==> config.mk <==
export PLATFORM = sky130hd
export DESIGN_NAME = rpn_stack_evaluator_unit
export DESIGN_NICKNAME = d
export VERILOG_FILES = /design/src/design/rpn_pkg.sv /design/src/design/rpn_stack_evaluator_unit.sv
export SDC_FILE = /design/constraint.sdc
export NUM_CORES = 2
export LEC_CHECK = 0
export BUFFER_PORTS_ARGS = -buffer_cell sky130_fd_sc_hd__buf_2
export CORE_ASPECT_RATIO = 1.25
export CORE_MARGIN = 3
export CORE_UTILIZATION = 60
export CTS_BUF_LIST = sky130_fd_sc_hd__clkbuf_4
export DETAILED_ROUTE_END_ITERATION = 8
export PLACE_DENSITY_LB_ADDON = 0.12
export SLEW_MARGIN = 20
export SYNTH_ARGS = -nofsm -noshare
export SYNTH_HDL_FRONTEND = slang
export SYNTH_SLANG_ARGS = --single-unit
==> constraint.sdc <==
create_clock -name clk -period 8 [get_ports clk]
set_clock_uncertainty 0.15 [all_clocks]
set_input_delay 1.6 -clock clk [delete_from_list [all_inputs] [get_ports clk]]
set_output_delay 1.6 -clock clk [all_outputs]
set_load 0.03 [all_outputs]
==> src/design/rpn_pkg.sv <==
package rpn_pkg;

    // Stack geometry.
    localparam int STACK_DEPTH = 64;
    localparam int ADDR_W      = $clog2(STACK_DEPTH);
    localparam int DEPTH_W     = $clog2(STACK_DEPTH + 1);
    localparam int DATA_W      = 32;
    localparam int KIND_W      = 3;
    localparam int STATUS_W    = 2;
    localparam int STEP_W      = $clog2(DATA_W);

    // Output beat layout inside m_tdata.
    localparam int OUT_TDATA_W = ((DATA_W + DEPTH_W + 7) / 8) * 8;

    // Token kinds.
    localparam logic [KIND_W-1:0] KIND_PUSH = 3'd0;
    localparam logic [KIND_W-1:0] KIND_ADD  = 3'd1;
    localparam logic [KIND_W-1:0] KIND_SUB  = 3'd2;
    localparam logic [KIND_W-1:0] KIND_MUL  = 3'd3;
    localparam logic [KIND_W-1:0] KIND_DIV  = 3'd4;

    // Status codes.
    localparam logic [STATUS_W-1:0] ST_OK        = 2'd0;
    localparam logic [STATUS_W-1:0] ST_UNDERFLOW = 2'd1;
    localparam logic [STATUS_W-1:0] ST_FULL      = 2'd2;
    localparam logic [STATUS_W-1:0] ST_DIVZERO   = 2'd3;

endpackage

==> src/design/rpn_stack_evaluator_unit.sv <==
// Sequence: push, finish, ignored kinds and underflow or full errors go from the input beat
// straight to S_DONE; add, subtract and divide by zero pass through S_OPER, multiply then
// loops in S_MUL and divide runs S_DNEGA, S_DNEGB, S_DIV and S_DFIX (one shared 33-bit adder,
// one bit per cycle); S_DONE then hands every result to the output register once it is free.
// One token at a time: the next beat is taken once the result moves to the output register.
// Reset (rst_n low, asynchronous) empties the stack and drops any pending output beat.
module rpn_stack_evaluator_unit (
    input  logic                               clk,
    input  logic                               rst_n,
    input  logic                               s_tvalid,
    output logic                               s_tready,
    input  logic [rpn_pkg::DATA_W-1:0]         s_tdata,  // [31:0] operand
    input  logic                               s_tlast,  // finish
    input  logic [rpn_pkg::KIND_W-1:0]         s_tuser,  // [2:0] kind
    output logic                               m_tvalid,
    input  logic                               m_tready,
    output logic [rpn_pkg::OUT_TDATA_W-1:0]    m_tdata,  // [31:0] top_value, [38:32] depth
    output logic                               m_tlast,  // is_final
    output logic [rpn_pkg::STATUS_W-1:0]       m_tuser   // [1:0] status
);

    localparam int DW = rpn_pkg::DATA_W;
    localparam int AW = rpn_pkg::ADDR_W;
    localparam int CW = rpn_pkg::DEPTH_W;
    localparam int SW = rpn_pkg::STEP_W;

    // Sequencer states.
    localparam logic [2:0] S_IDLE  = 3'd0;
    localparam logic [2:0] S_OPER  = 3'd1;
    localparam logic [2:0] S_MUL   = 3'd2;
    localparam logic [2:0] S_DNEGA = 3'd3;
    localparam logic [2:0] S_DNEGB = 3'd4;
    localparam logic [2:0] S_DIV   = 3'd5;
    localparam logic [2:0] S_DFIX  = 3'd6;
    localparam logic [2:0] S_DONE  = 3'd7;

    logic [2:0]                      state_reg, state_next;
    logic [CW-1:0]                   depth_reg, depth_next;
    logic [DW-1:0]                   top_reg, top_next;
    logic [rpn_pkg::KIND_W-1:0]      kind_reg, kind_next;
    logic                            fin_reg, fin_next;
    logic [rpn_pkg::STATUS_W-1:0]    status_reg, status_next;
    logic [DW-1:0]                   a_reg, a_next;
    logic [DW-1:0]                   b_reg, b_next;
    logic [DW-1:0]                   acc_reg, acc_next;
    logic [SW-1:0]                   cnt_reg, cnt_next;
    logic                            negq_reg, negq_next;
    logic                            m_valid_reg, m_valid_next;
    logic [DW-1:0]                   m_top_reg, m_top_next;
    logic [CW-1:0]                   m_depth_reg, m_depth_next;
    logic [rpn_pkg::STATUS_W-1:0]    m_status_reg, m_status_next;
    logic                            m_last_reg, m_last_next;

    // Stack memory holds every entry below the top; the top lives in top_reg.
    logic [DW-1:0]                   stack_mem [rpn_pkg::STACK_DEPTH];
    logic [DW-1:0]                   rd_data_reg;
    logic                            mem_we;
    logic [CW-1:0]                   rd_addr_full;
    logic [CW-1:0]                   wr_addr_full;

    // Shared adder/subtractor.
    logic [DW-1:0]                   add_x;
    logic [DW-1:0]                   add_y;
    logic                            add_sub;
    logic [DW:0]                     add_sum;
    logic                            out_free;
    logic [DW-1:0]                   res_top;

    assign rd_addr_full = depth_reg - CW'(2);
    assign wr_addr_full = depth_reg - CW'(1);

    always_ff @(posedge clk)
    begin
        if (mem_we)
        begin
            stack_mem[wr_addr_full[AW-1:0]] <= top_reg;
        end
        rd_data_reg <= stack_mem[rd_addr_full[AW-1:0]];
    end

    // Operand selection for the shared adder.
    always_comb
    begin
        add_x   = '0;
        add_y   = '0;
        add_sub = 1'b0;
        case (state_reg)
            S_OPER:
            begin
                add_x   = rd_data_reg;
                add_y   = top_reg;
                add_sub = (kind_reg == rpn_pkg::KIND_SUB);
            end
            S_MUL:
            begin
                add_x = acc_reg;
                add_y = a_reg[0] ? b_reg : '0;
            end
            S_DNEGA, S_DFIX:
            begin
                add_y   = a_reg;
                add_sub = 1'b1;
            end
            S_DNEGB:
            begin
                add_y   = b_reg;
                add_sub = 1'b1;
            end
            S_DIV:
            begin
                add_x   = {acc_reg[DW-2:0], a_reg[DW-1]};
                add_y   = b_reg;
                add_sub = 1'b1;
            end
            default:
            begin
                add_sub = 1'b0;
            end
        endcase
    end

    // With subtraction, bit DW of the sum is set when add_x >= add_y.
    assign add_sum = {1'b0, add_x} + {1'b0, (add_sub ? ~add_y : add_y)} + {{DW{1'b0}}, add_sub};

    assign out_free = !m_valid_reg || m_tready;

    // Top reported in the result beat; a finish reports the top before emptying.
    always_comb
    begin
        if (fin_reg)
        begin
            res_top = (status_reg == rpn_pkg::ST_UNDERFLOW) ? '0 : top_reg;
        end
        else
        begin
            res_top = (depth_reg != '0) ? top_reg : '0;
        end
    end

    // Sequencer.
    always_comb
    begin
        state_next    = state_reg;
        depth_next    = depth_reg;
        top_next      = top_reg;
        kind_next     = kind_reg;
        fin_next      = fin_reg;
        status_next   = status_reg;
        a_next        = a_reg;
        b_next        = b_reg;
        acc_next      = acc_reg;
        cnt_next      = cnt_reg;
        negq_next     = negq_reg;
        m_valid_next  = m_valid_reg;
        m_top_next    = m_top_reg;
        m_depth_next  = m_depth_reg;
        m_status_next = m_status_reg;
        m_last_next   = m_last_reg;
        mem_we        = 1'b0;

        if (m_valid_reg && m_tready)
        begin
            m_valid_next = 1'b0;
        end

        case (state_reg)
            S_IDLE:
            begin
                if (s_tvalid)
                begin
                    kind_next   = s_tuser;
                    fin_next    = s_tlast;
                    status_next = rpn_pkg::ST_OK;
                    state_next  = S_DONE;
                    if (s_tlast)
                    begin
                        if (depth_reg == '0)
                        begin
                            status_next = rpn_pkg::ST_UNDERFLOW;
                        end
                        depth_next = '0;
                    end
                    else
                    begin
                        case (s_tuser)
                            rpn_pkg::KIND_PUSH:
                            begin
                                if (depth_reg >= CW'(rpn_pkg::STACK_DEPTH))
                                begin
                                    status_next = rpn_pkg::ST_FULL;
                                end
                                else
                                begin
                                    mem_we     = (depth_reg != '0);
                                    top_next   = s_tdata;
                                    depth_next = depth_reg + CW'(1);
                                end
                            end
                            rpn_pkg::KIND_ADD, rpn_pkg::KIND_SUB,
                            rpn_pkg::KIND_MUL, rpn_pkg::KIND_DIV:
                            begin
                                if (depth_reg < CW'(2))
                                begin
                                    status_next = rpn_pkg::ST_UNDERFLOW;
                                end
                                else
                                begin
                                    state_next = S_OPER;
                                end
                            end
                            default:
                            begin
                                status_next = rpn_pkg::ST_OK;
                            end
                        endcase
                    end
                end
            end

            // Left operand is now in rd_data_reg, right operand is top_reg.
            S_OPER:
            begin
                state_next = S_DONE;
                case (kind_reg)
                    rpn_pkg::KIND_ADD, rpn_pkg::KIND_SUB:
                    begin
                        top_next   = add_sum[DW-1:0];
                        depth_next = depth_reg - CW'(1);
                    end
                    rpn_pkg::KIND_MUL:
                    begin
                        a_next     = top_reg;
                        b_next     = rd_data_reg;
                        acc_next   = '0;
                        cnt_next   = '0;
                        state_next = S_MUL;
                    end
                    rpn_pkg::KIND_DIV:
                    begin
                        if (top_reg == '0)
                        begin
                            status_next = rpn_pkg::ST_DIVZERO;
                        end
                        else
                        begin
                            a_next     = rd_data_reg;
                            b_next     = top_reg;
                            state_next = S_DNEGA;
                        end
                    end
                    default:
                    begin
                        state_next = S_DONE;
                    end
                endcase
            end

            // Shift-and-add multiply, low word only.
            S_MUL:
            begin
                acc_next = add_sum[DW-1:0];
                a_next   = a_reg >> 1;
                b_next   = b_reg << 1;
                cnt_next = cnt_reg + SW'(1);
                if (cnt_reg == SW'(DW - 1))
                begin
                    top_next   = add_sum[DW-1:0];
                    depth_next = depth_reg - CW'(1);
                    state_next = S_DONE;
                end
            end

            // Take magnitudes of dividend and divisor.
            S_DNEGA:
            begin
                negq_next = a_reg[DW-1] ^ b_reg[DW-1];
                if (a_reg[DW-1])
                begin
                    a_next = add_sum[DW-1:0];
                end
                state_next = S_DNEGB;
            end

            S_DNEGB:
            begin
                if (b_reg[DW-1])
                begin
                    b_next = add_sum[DW-1:0];
                end
                acc_next   = '0;
                cnt_next   = '0;
                state_next = S_DIV;
            end

            // Restoring division: one quotient bit per cycle shifts into a_reg.
            S_DIV:
            begin
                if (add_sum[DW])
                begin
                    acc_next = add_sum[DW-1:0];
                end
                else
                begin
                    acc_next = {acc_reg[DW-2:0], a_reg[DW-1]};
                end
                a_next   = {a_reg[DW-2:0], add_sum[DW]};
                cnt_next = cnt_reg + SW'(1);
                if (cnt_reg == SW'(DW - 1))
                begin
                    state_next = S_DFIX;
                end
            end

            // Apply the quotient sign.
            S_DFIX:
            begin
                top_next   = negq_reg ? add_sum[DW-1:0] : a_reg;
                depth_next = depth_reg - CW'(1);
                state_next = S_DONE;
            end

            // Hand the result to the output register once it is free.
            S_DONE:
            begin
                if (out_free)
                begin
                    m_valid_next  = 1'b1;
                    m_top_next    = res_top;
                    m_depth_next  = depth_reg;
                    m_status_next = status_reg;
                    m_last_next   = fin_reg;
                    state_next    = S_IDLE;
                end
            end

            default:
            begin
                state_next = S_IDLE;
            end
        endcase
    end

    // Control registers.
    always_ff @(posedge clk or negedge rst_n)
    begin
        if (!rst_n)
        begin
            state_reg   <= S_IDLE;
            depth_reg   <= '0;
            m_valid_reg <= 1'b0;
        end
        else
        begin
            state_reg   <= state_next;
            depth_reg   <= depth_next;
            m_valid_reg <= m_valid_next;
        end
    end

    // Datapath registers.
    always_ff @(posedge clk)
    begin
        top_reg      <= top_next;
        kind_reg     <= kind_next;
        fin_reg      <= fin_next;
        status_reg   <= status_next;
        a_reg        <= a_next;
        b_reg        <= b_next;
        acc_reg      <= acc_next;
        cnt_reg      <= cnt_next;
        negq_reg     <= negq_next;
        m_top_reg    <= m_top_next;
        m_depth_reg  <= m_depth_next;
        m_status_reg <= m_status_next;
        m_last_reg   <= m_last_next;
    end

    assign s_tready = (state_reg == S_IDLE);
    assign m_tvalid = m_valid_reg;
    assign m_tdata  = {{(rpn_pkg::OUT_TDATA_W - DW - CW){1'b0}}, m_depth_reg, m_top_reg};
    assign m_tlast  = m_last_reg;
    assign m_tuser  = m_status_reg;

endmodule

==> out/qor.txt <==
outcome -> complete, but fails checks
failing checks -> design-rule violations
area of the multi-input gates -> 23500 µm²
Post-synth EDFFs -> 2230
fin cells -> 7424
CP arrival -> 7820 ps
Inserted Clock Buffers -> 565
hold crit path type -> reg2reg
first-pass GRT wire length -> 355800 µm
setup violators final -> 0
gr usage total -> 31.92%
# rows -> 159
Synth Flop Type -> edfxtp_1
H-tree depth -> 6
layout cell share with drive strength beyond 1 -> 35.04%
CP dominant cell by count -> nand2_1
Mapped Area -> 91910 µm²
hold bufs inserted after CTS -> 1
Root Buffer -> clkbuf_4
Crit Path Category -> reg2reg
CTS tree -> done
Post-DRT Antenna Nets -> 0
DPL Wire Length -> 145500 µm
Port Buf Inserts -> 83
max cap viols -> 0
vias per inst -> 6.692
Max FO, Critical Path -> 25
Slew @ Worst Pin -> 1113 ps
CP max stage cell -> ha_1
CP required -> 8990 ps
core area -> 151200 µm²
setup TNS -> 0 ps
P&R area growth vs syn -> 11.59%
wirelength, routed -> 247000 µm
largest net degree at the start of global routing -> 134
worst path cell trace -> inv_1 -> ha_1 -> nand4bb_1 -> a22oi_2 -> buf_4 -> xnor2_1 -> ha_1 -> nand2_1 -> nor2_1 -> o211ai_1 -> o32ai_1 -> a21oi_1 -> o31ai_4 -> buf_4 -> nand2_1 -> nand2_1 -> a22o_1
FMAX -> 146.5 MHz
I/O pin count -> 85
clk sinks -> 2273
Crit path largest cell delay -> 850 ps
Clock Latency Late Sink -> 1370 ps
routing usage on met1 -> 45.06%
DRT Pass-1 Iters -> 9
Fin. Hold Viols -> 0
Via Count -> 49680
die width -> 356.1 µm
wire length per cell -> 33.27 µm
Synth Warn # -> 0
max reg flops -> 2048
initial antenna violation count -> 13
nets -> 5124
dpl cells -> 6482
Max Buffers Root-to-Sink -> 4
Post-Synthesis Cells -> 4489
fin crit share -> 85.32%
min Tclk post-route -> 6825 ps
Seq pwr share -> 36.1%
fill count -> 10050
clk slew on worst S/H paths -> 60 ps
Placer Congestion -> 0.9745
crit start category -> flop
register area -> 67890 µm²
final slew viol count -> 0
vias in the first global route -> 50520
synth unique cells -> 77
Slew HR -> 25.59%
die height -> 443.6 µm
die area -> 157900 µm²
starting density of the core -> 60.79%
Setup Buffers After CTS -> 0
Post-Syn Nets -> 4574
peak supply drop -> 0.3355 mV
combinational power share -> 43.7%
Crit. End Element -> flop
post-layout util -> 67.83%
Net Sw Power -> 17.93 mW
Int Power -> 27.92 mW
GR Layer Usage met2 -> 50.22%
PostCTS Resize Cnt -> 0
GRT overflow -> 0
number of DRC markers in iteration 0 -> 6495
Post-synth ARST share -> 0.4839%
GRT Max-Usage Layer -> met2
sequential area share after synthesis -> 73.86%
syn_area_per_cell -> 20.47 µm²
Leak -> 33.15 nW
sw frac -> 39.10%
Pwr Total -> 45.85 mW
DRC errors left -> 10
clock share of power -> 20.2%
Synth Register Bits -> 2273
P per Cell Area -> 447.0 nW/µm²
RSZ-0062 raised after global routing -> no
met3 Use GR -> 6.369%
-- per-stage QoR --
step / area (µm²) / hold slack, ps / worst slack, ps
final: 102600 / 307.5 / 1175
after global routing: 102600 / 209.4 / 783.7
after CTS: 102500 / 167.5 / 1293
after detailed placement: 95740 / 285.5 / 1312
after global placement: 95710 / 285.2 / 1335
after floorplan: 91910 / 273.1 / 2976
-- cell usage in the layout (no fill, tap or decap), types with 15 or more instances in the layout --
cell type,n
a22oi_1,15
mux4_2,668
and2_1,46
a22o_1,34
inv_1,37
buf_2,83
edfxtp_1,2230
a21oi_1,147
o21ai_1,29
a221o_1,16
ha_1,43
buf_4,153
a21o_1,17
a222oi_1,36
clkinv_1,93
mux2i_1,18
a221oi_1,30
nand3_1,23
dfxtp_1,32
nor2_1,75
nand2_1,251
xnor2_1,54
o21ai_0,84
nor2_4,66
mux2_2,40
o22ai_1,15
clkbuf_4,806
-- power by group through the flow --
stage / Sequential, mW / Combinational [mW] / Clock [mW]
finish: 16.6 / 20.0 / 9.27
global route: 16.6 / 21.2 / 10.1
CTS: 16.5 / 19.8 / 9.46
detailed placement: 16.8 / 19.8 / 0
global placement: 16.8 / 19.6 / 0
floorplan: 17.3 / 12.1 / 0
-- worst paths after layout --
path                                              from                        to  slack (ps)  cells after the start
min in group asynchronous                        rst_n  depth_reg[6]$_DFFE_PN0P_         580                      2
max in group asynchronous                        rst_n  state_reg[2]$_DFFE_PN0P_        6790                      2
min reg2reg                status_reg[1]$_SDFFCE_PN1P_      m_tuser[1]$_DFFE_PP_         310                      0
max                           state_reg[1]$_DFFE_PN0P_     acc_reg[18]$_DFFE_PP_        1170                     17
max reg2reg                   state_reg[1]$_DFFE_PN0P_     acc_reg[18]$_DFFE_PP_        1170                     17
min                        status_reg[1]$_SDFFCE_PN1P_      m_tuser[1]$_DFFE_PP_         310                      0
-- area by class of cell --
type                       instances  area share, %
sequential                      2273          66.19
multi-input combinational       1916          22.91
clock buffer                     806          5.900
tap                             2012          2.455
timing repair buffer             245          1.698
clock inverter                   124         0.6771
inverter                          38         0.1391
antenna                           10        0.02440
-- critical path, delay by kind of cell (launching register included) --
family          cells  cell delay, ps
buf+inv             3             980
xor+xnor            1             140
flops               1             510
simple gates        5            1000
fa+ha+maj           2            1380
compound gates      6            2500
-- Yosys cell counts, types with 36 or more instances --
cell type / instances / area [µm²]
edfxtp_1: 2230 / 66960
mux4_2: 668 / 15040
nand2_1: 253 / 949.7
clkbuf_1: 189 / 709.4
a21oi_1: 147 / 735.7
nor2_1: 142 / 533.0
o21ai_0: 84 / 420.4
xnor2_1: 55 / 481.7
buf_1: 52 / 195.2
and2_1: 47 / 294.0
ha_1: 44 / 550.5
mux2_2: 40 / 450.4
inv_1: 37 / 138.9
a222oi_1: 36 / 360.4
-- cells by family (layout without fill, tap and decap cells) --
| logic type | count (synthesis) | count (layout) | share of synthesized area (%) |
|---|---|---|---|
| flip-flops | 2273 | 2273 | 73.86 |
| multiplexers | 728 | 728 | 17.08 |
| AND/OR/NAND/NOR | 552 | 552 | 2.666 |
| AO/OA/AOI/OAI | 523 | 523 | 3.855 |
| buffers and inverters | 300 | 1213 | 1.265 |
| XOR/XNOR | 67 | 67 | 0.6467 |
| adder cells (fa/ha/maj) | 45 | 45 | 0.6208 |
| other | 1 | 11 | 0.004080 |
-- metal layers --
metal / routed length (µm) / vias to the layer above / part of all wire, %
met2: 120600 / 3008 / 49
met4: 9616 / 4 / 3.9
met1: 93200 / 25890 / 38
li1: - / 20280 / -
met3: 23600 / 497 / 9.6
met5: 23 / - / 0.0093
No activity file was read; power rests on OpenSTA's default activity.
